File: config.mk
export PLATFORM = sky130hd
export DESIGN_NAME = vcrc_ram
export DESIGN_NICKNAME = d
export VERILOG_FILES = /design/src/design/vcrc_ram.sv
export SDC_FILE = /design/constraint.sdc
export NUM_CORES = 1
export LEC_CHECK = 0
export BUFFER_PORTS_ARGS = -buffer_cell sky130_fd_sc_hd__buf_2
export CELL_PAD_IN_SITES_DETAIL_PLACEMENT = 2
export CELL_PAD_IN_SITES_GLOBAL_PLACEMENT = 2
export CORE_MARGIN = 4
export CORE_UTILIZATION = 40
export CTS_CLUSTER_DIAMETER = 30
export DETAILED_ROUTE_END_ITERATION = 6
export GPL_TIMING_DRIVEN = 0
export PLACE_DENSITY_LB_ADDON = 0.05
export SLEW_MARGIN = 40
export SYNTH_ARGS = -nofsm -noshare
export SYNTH_HDL_FRONTEND = slang
export SYNTH_SLANG_ARGS = --single-unit
File: constraint.sdc
create_clock -name i_clk -period 2 [get_ports i_clk]
set_input_delay 0.2 -clock i_clk [delete_from_list [all_inputs] [get_ports i_clk]]
set_output_delay 0.2 -clock i_clk [all_outputs]
set_load 0.02 [all_outputs]
File: src/design/vcrc_ram.sv
// Generic single-port-write, single-port-read RAM with registered read data.
`timescale 1ns / 1ps
module vcrc_ram #(
    parameter int WIDTH = 8,
    parameter int DEPTH = 16
) (
    input  logic                     i_clk,
    input  logic                     i_we,
    input  logic [$clog2(DEPTH)-1:0] i_waddr,
    input  logic [WIDTH-1:0]         i_wdata,
    input  logic [$clog2(DEPTH)-1:0] i_raddr,
    output logic [WIDTH-1:0]         o_rdata
);
    logic [WIDTH-1:0] r_mem [DEPTH];

    always_ff @(posedge i_clk) begin
        if (i_we) begin
            r_mem[i_waddr] <= i_wdata;
        end
        o_rdata <= r_mem[i_raddr];
    end
endmodule

=== Word level (Yosys, flattened, before mapping) ===
Memory sizes are Yosys's and may differ from the RTL's. A register that Yosys moved wholly into a read port is not among the register bits.
Index checks and enable logic that the tools add are counted.

* Add/subtract/negate cells: 0
* Muxes and demuxes: 2
* Div/mod/pow operators: 0
* Bitwise gates (word level): 0
* Shifts and indexed selects: 0
* Equality and inequality tests: 0
* $mul: 0
* Reductions and logical operators: 0
* $lt $le $gt $ge: 0

{| class="wikitable"
|+ Operator list
! cell !! number
|-
| 1-bit 2-to-1 mux || 2
|}

* Bits in latches: 0
* Output and inout bits: 8
* Word-level logic and storage cells: 3
* Input bits: 18
* Flip-flop bits (word level): 0
* Bits in read-only memories: 0
* Memories: 1
* Memory bits (writable): 128

{| class="wikitable"
|+ Memories
! name !! depth !! bits a word !! read ports !! clocked after memory_dff !! wr ports !! line !! RTL
|-
| r_mem || 16 || 8 || 1 || 1 || 1 || 14 || <nowiki>logic [WIDTH-1:0] r_mem [DEPTH];</nowiki>
|}

=== Depth between registers and ports, before layout ===
* Depth after elaboration: 2
* Depth in mapped cells: 5
* Depth with buffers taken out: 3

=== Worst setup path before layout ===
Ideal clock, no wire load.

* Path kind: input to register
* Start point: in i_waddr[2]
* End point: mem r_mem[0][0] (enable)
* Library setup time: 383 ps
* Path buffers: 0
* Stages on the path: 2
* Arrival time: 1310 ps
* Setup slack: 307 ps
* Data required time: 1617 ps
* Cells stage by stage: or3b_2 nor3_1

{| class="wikitable"
|+ RTL lines
! item !! line !! RTL
|-
| start, declared || 9 || <nowiki>input logic [$clog2(DEPTH)-1:0] i_waddr,</nowiki>
|-
| end, declared || 14 ||
|}

No word-level cell before the write port.

=== Worst setup path in the final report ===
* Start point: in i_waddr[2]
* End point: mem r_mem[3][7] (enable)

No word-level cell before the write port.

==> impl_summary.log <==
[metrics] status: complete, no violations
[metrics] maximum clock frequency: 675.6 MHz
[metrics] count of cells along the worst register-to-register path: 3
[metrics] average footprint of a synthesized cell: 22.48 um^2
[metrics] Total Routed Length: 11,000 um
[metrics] top cell type's share of synthesized area: 74.67%
[metrics] critical hold path startpoint: i_wdata[5]
[metrics] number of instances in the synthesized netlist: 229
[metrics] Floorplan Core Area: 12,620 um^2
[metrics] detailed-route via count: 2,370
[metrics] maximum number of pins on one net before global-route repair: 17
[metrics] dpl cell area: 5503 um^2
[metrics] peak per-stage delay on the critical path: 640 ps
[metrics] drc violations: 0
[metrics] Clock transition at path regs: 50 ps
[metrics] CTS tree: built
[metrics] number of clock buffers inserted by TritonCTS: 17
[metrics] Max Fanout on Critical Path: 8
[metrics] routed length on met3: 445 um
[metrics] Max stage delay cell, worst path: nor2_1
[metrics] worst path required time: 2030 ps
[metrics] RSZ-0062 raised after global routing: no
[metrics] CTS H-tree lvls: 4
[metrics] synthesized net count: 247
[metrics] period utilisation layout: 74.01%
[metrics] Seq cells post-synth: 136
[metrics] via count normalized by instance count: 5.186
[metrics] CP endpoint kind: register
[metrics] Overall Power: 6.467 mW
[metrics] cell taking the most area after synthesis: edfxtp_1
[metrics] worst hold path stage count: 1
[metrics] register-to-register path setup slack: 610 ps
[metrics] cells along the critical path: buf_2 > or3b_2 > nor2_1
[metrics] # diodes: 0
[metrics] grt ovf: 0
[metrics] highest metal layer with signal wires: met4
[metrics] dominant cells by area after synthesis: edfxtp_1, mux4_2, mux4_1
[metrics] cell total after placement: 425
[metrics] first-pass GRT wire length: 16,500 um
[metrics] Most used DFF post-synth: edfxtp_1
[metrics] number of iterations in the first detailed-routing pass: 4
[metrics] WS Path Type: in2reg
[metrics] Post-DRT Antenna Nets: 0
[metrics] worst setup skew after layout: 7.846 ps
[metrics] count of buffers from port buffering: 24
[metrics] number of max-cap violations: 0
[metrics] half-perimeter wire length of the detailed placement result: 7216 um
[metrics] Critical path buffers and inverters: 1
[metrics] placement row count: 41
[metrics] clock tree root driver cell: clkbuf_16
[metrics] warnings from Yosys: 0
[metrics] launch instance of the worst register-to-register path: r_mem[15][6]$_DFFE_PP_
[metrics] Ports: 26
[metrics] share of final-layout standard cells stronger than drive strength 1: 31.23%
[metrics] met2 wire len: 5302 um
[metrics] y dimension of the die: 121.4 um
[metrics] top-count cell post-synth: edfxtp_1
[metrics] utilization after layout: 48.19%
[metrics] Clock Sink Count: 136
[metrics] DRC violation total after the first TritonRoute iteration: 148
[metrics] horizontal die dimension: 121.4 um
[metrics] routability congestion estimate: 0.6542
[metrics] number of distinct library cells after synthesis: 19
[metrics] number of hold violations in the final report: 0
[metrics] worst hold margin: 199.4 ps
[metrics] leakage power: 2.018 nW
[metrics] path category of the worst min-delay check: in2reg
[metrics] count of final setup violators: 0
[metrics] effective utilization at floorplan: 40.79%
[metrics] GRT Overall Usage: 16.41%
[metrics] pin slew with the least headroom to its limit: 799.2 ps
[metrics] number of global-route vias before repair: 2,556
[metrics] number of hold-repair buffers added at the cts stage: 0
[metrics] final critical delay including setup and external delays: 1480 ps
[metrics] post-synthesis sequential area ratio: 77.78%
[metrics] cell area after layout: 6081 um^2
[metrics] area growth from synthesis to final layout: 18.13%
[metrics] Post-synth top cells: edfxtp_1, mux4_2, a22oi_1, mux4_1, nor2_1
[metrics] worst vdd ir: 639.3 uV
[metrics] Max Buffers Root-to-Sink: 2
[metrics] die area: 14,750 um^2
[metrics] Mapped Area: 5147 um^2
[metrics] slew margin rel.: 46.52%
[metrics] capture instance of the worst register-to-register path: o_rdata[6]$_DFF_P_
[metrics] Resized cells post-CTS: 0
[metrics] Filler Cell Count: 1,145
[metrics] Worst setup SP type: input pin
[metrics] FFs w/ async S/R, synth: 0%
[metrics] number of synthesized flops with an enable pin: 128
[metrics] Pwr Density: 1064 nW/um^2
[metrics] average detailed-routed wire length per instance: 24.07 um
[metrics] Largest delay share family, worst path: simple AND/OR/NAND/NOR gates
[metrics] Final Non-Filler Cells: 457
[metrics] Met1 Routed Length: 5092 um
[metrics] initial antenna violation count: 0
[metrics] Hold Crit Endpoint: r_mem[6][5]$_DFFE_PP_
[metrics] later-pin clock latency in the skew report: 410 ps
[metrics] data arrival time of the critical path: 1510 ps
[metrics] Pins Over Slew Limit: 0
[metrics] post-CTS setup-driven buffer insertion count: 0
[metrics] net count reported at finish: 290
==> routing by layer <==
metal	GRT usage (%)	vias to the layer above
li1	-	1067
met2	24.46	50
met5	0	-
met1	23.25	1241
met4	6.723	0
met3	3.963	12
==> per-stage QoR <==
stage,worst slack (ps),TNS [ps]
floorplan,307.1,0
global placement,-299.2,-3171
detailed placement,72.23,0
CTS,489.3,0
global route,459.5,0
finish,519.8,0
==> worst reg2reg max path, stage by stage (launching register included) <==
cell and delay [ps]:
edfxtp_1 360, mux4_2 520, a22oi_1 220, nand2_1 140
==> logic make-up after synthesis <==
group / count (synthesis) / share of synthesized area [%]
mux: 32 / 15.02
flops: 136 / 77.78
compound gates: 16 / 2.334
buf+inv: 10 / 1.677
simple gates: 35 / 3.184
==> state kept, by name (all words and copies together) (netlist names) <==
name	count
r_mem	128
o_rdata	8
==> worst max path at each step <==
stage	cells past startpoint	slack [ps]	start	to
4_1_cts	3	490	i_waddr[2]	r_mem[2][4]$_DFFE_PP_
6_report	3	520	i_waddr[2]	r_mem[3][7]$_DFFE_PP_
3_3_place_gp	3	-300	i_waddr[2]	r_mem[0][0]$_DFFE_PP_
3_5_place_dp	3	70	i_waddr[2]	r_mem[2][0]$_DFFE_PP_
5_1_grt	3	460	i_waddr[2]	r_mem[3][7]$_DFFE_PP_
2_1_floorplan	2	310	i_waddr[2]	r_mem[0][0]$_DFFE_PP_
==> placed cells by master, fill, tap and decap left out, drive strengths merged, types with 3 or more instances in the layout <==
master	count
edfxtp	128
nand2	9
clkdlybuf4s25	3
nor2	13
mux4	32
a22oi	16
buf	31
dfxtp	8
clkbuf	29
nor3	4
==> report_power, final <==
part / switching [mW] / internal [mW] / total [mW]
combinational: 0.210 / 0.128 / 0.338
clock: 1.05 / 1.87 / 2.92
sequential: 0.0149 / 3.19 / 3.20
total: 1.28 / 5.19 / 6.47
==> layout make-up <==
cell class              instances  area [um^2]  share of cell area (%)
plain buffers                  10        86.33                   1.420
well taps                     172        215.2                   3.539
clock buffers                  29        520.5                   8.560
repair buffers                 24        120.1                   1.975
clock inverters                 3        40.04                  0.6584
multi-input cells              83         1095                   18.00
flip-flops and latches        136         4004                   65.84
Note: power is estimated with default switching activity, not from simulation.
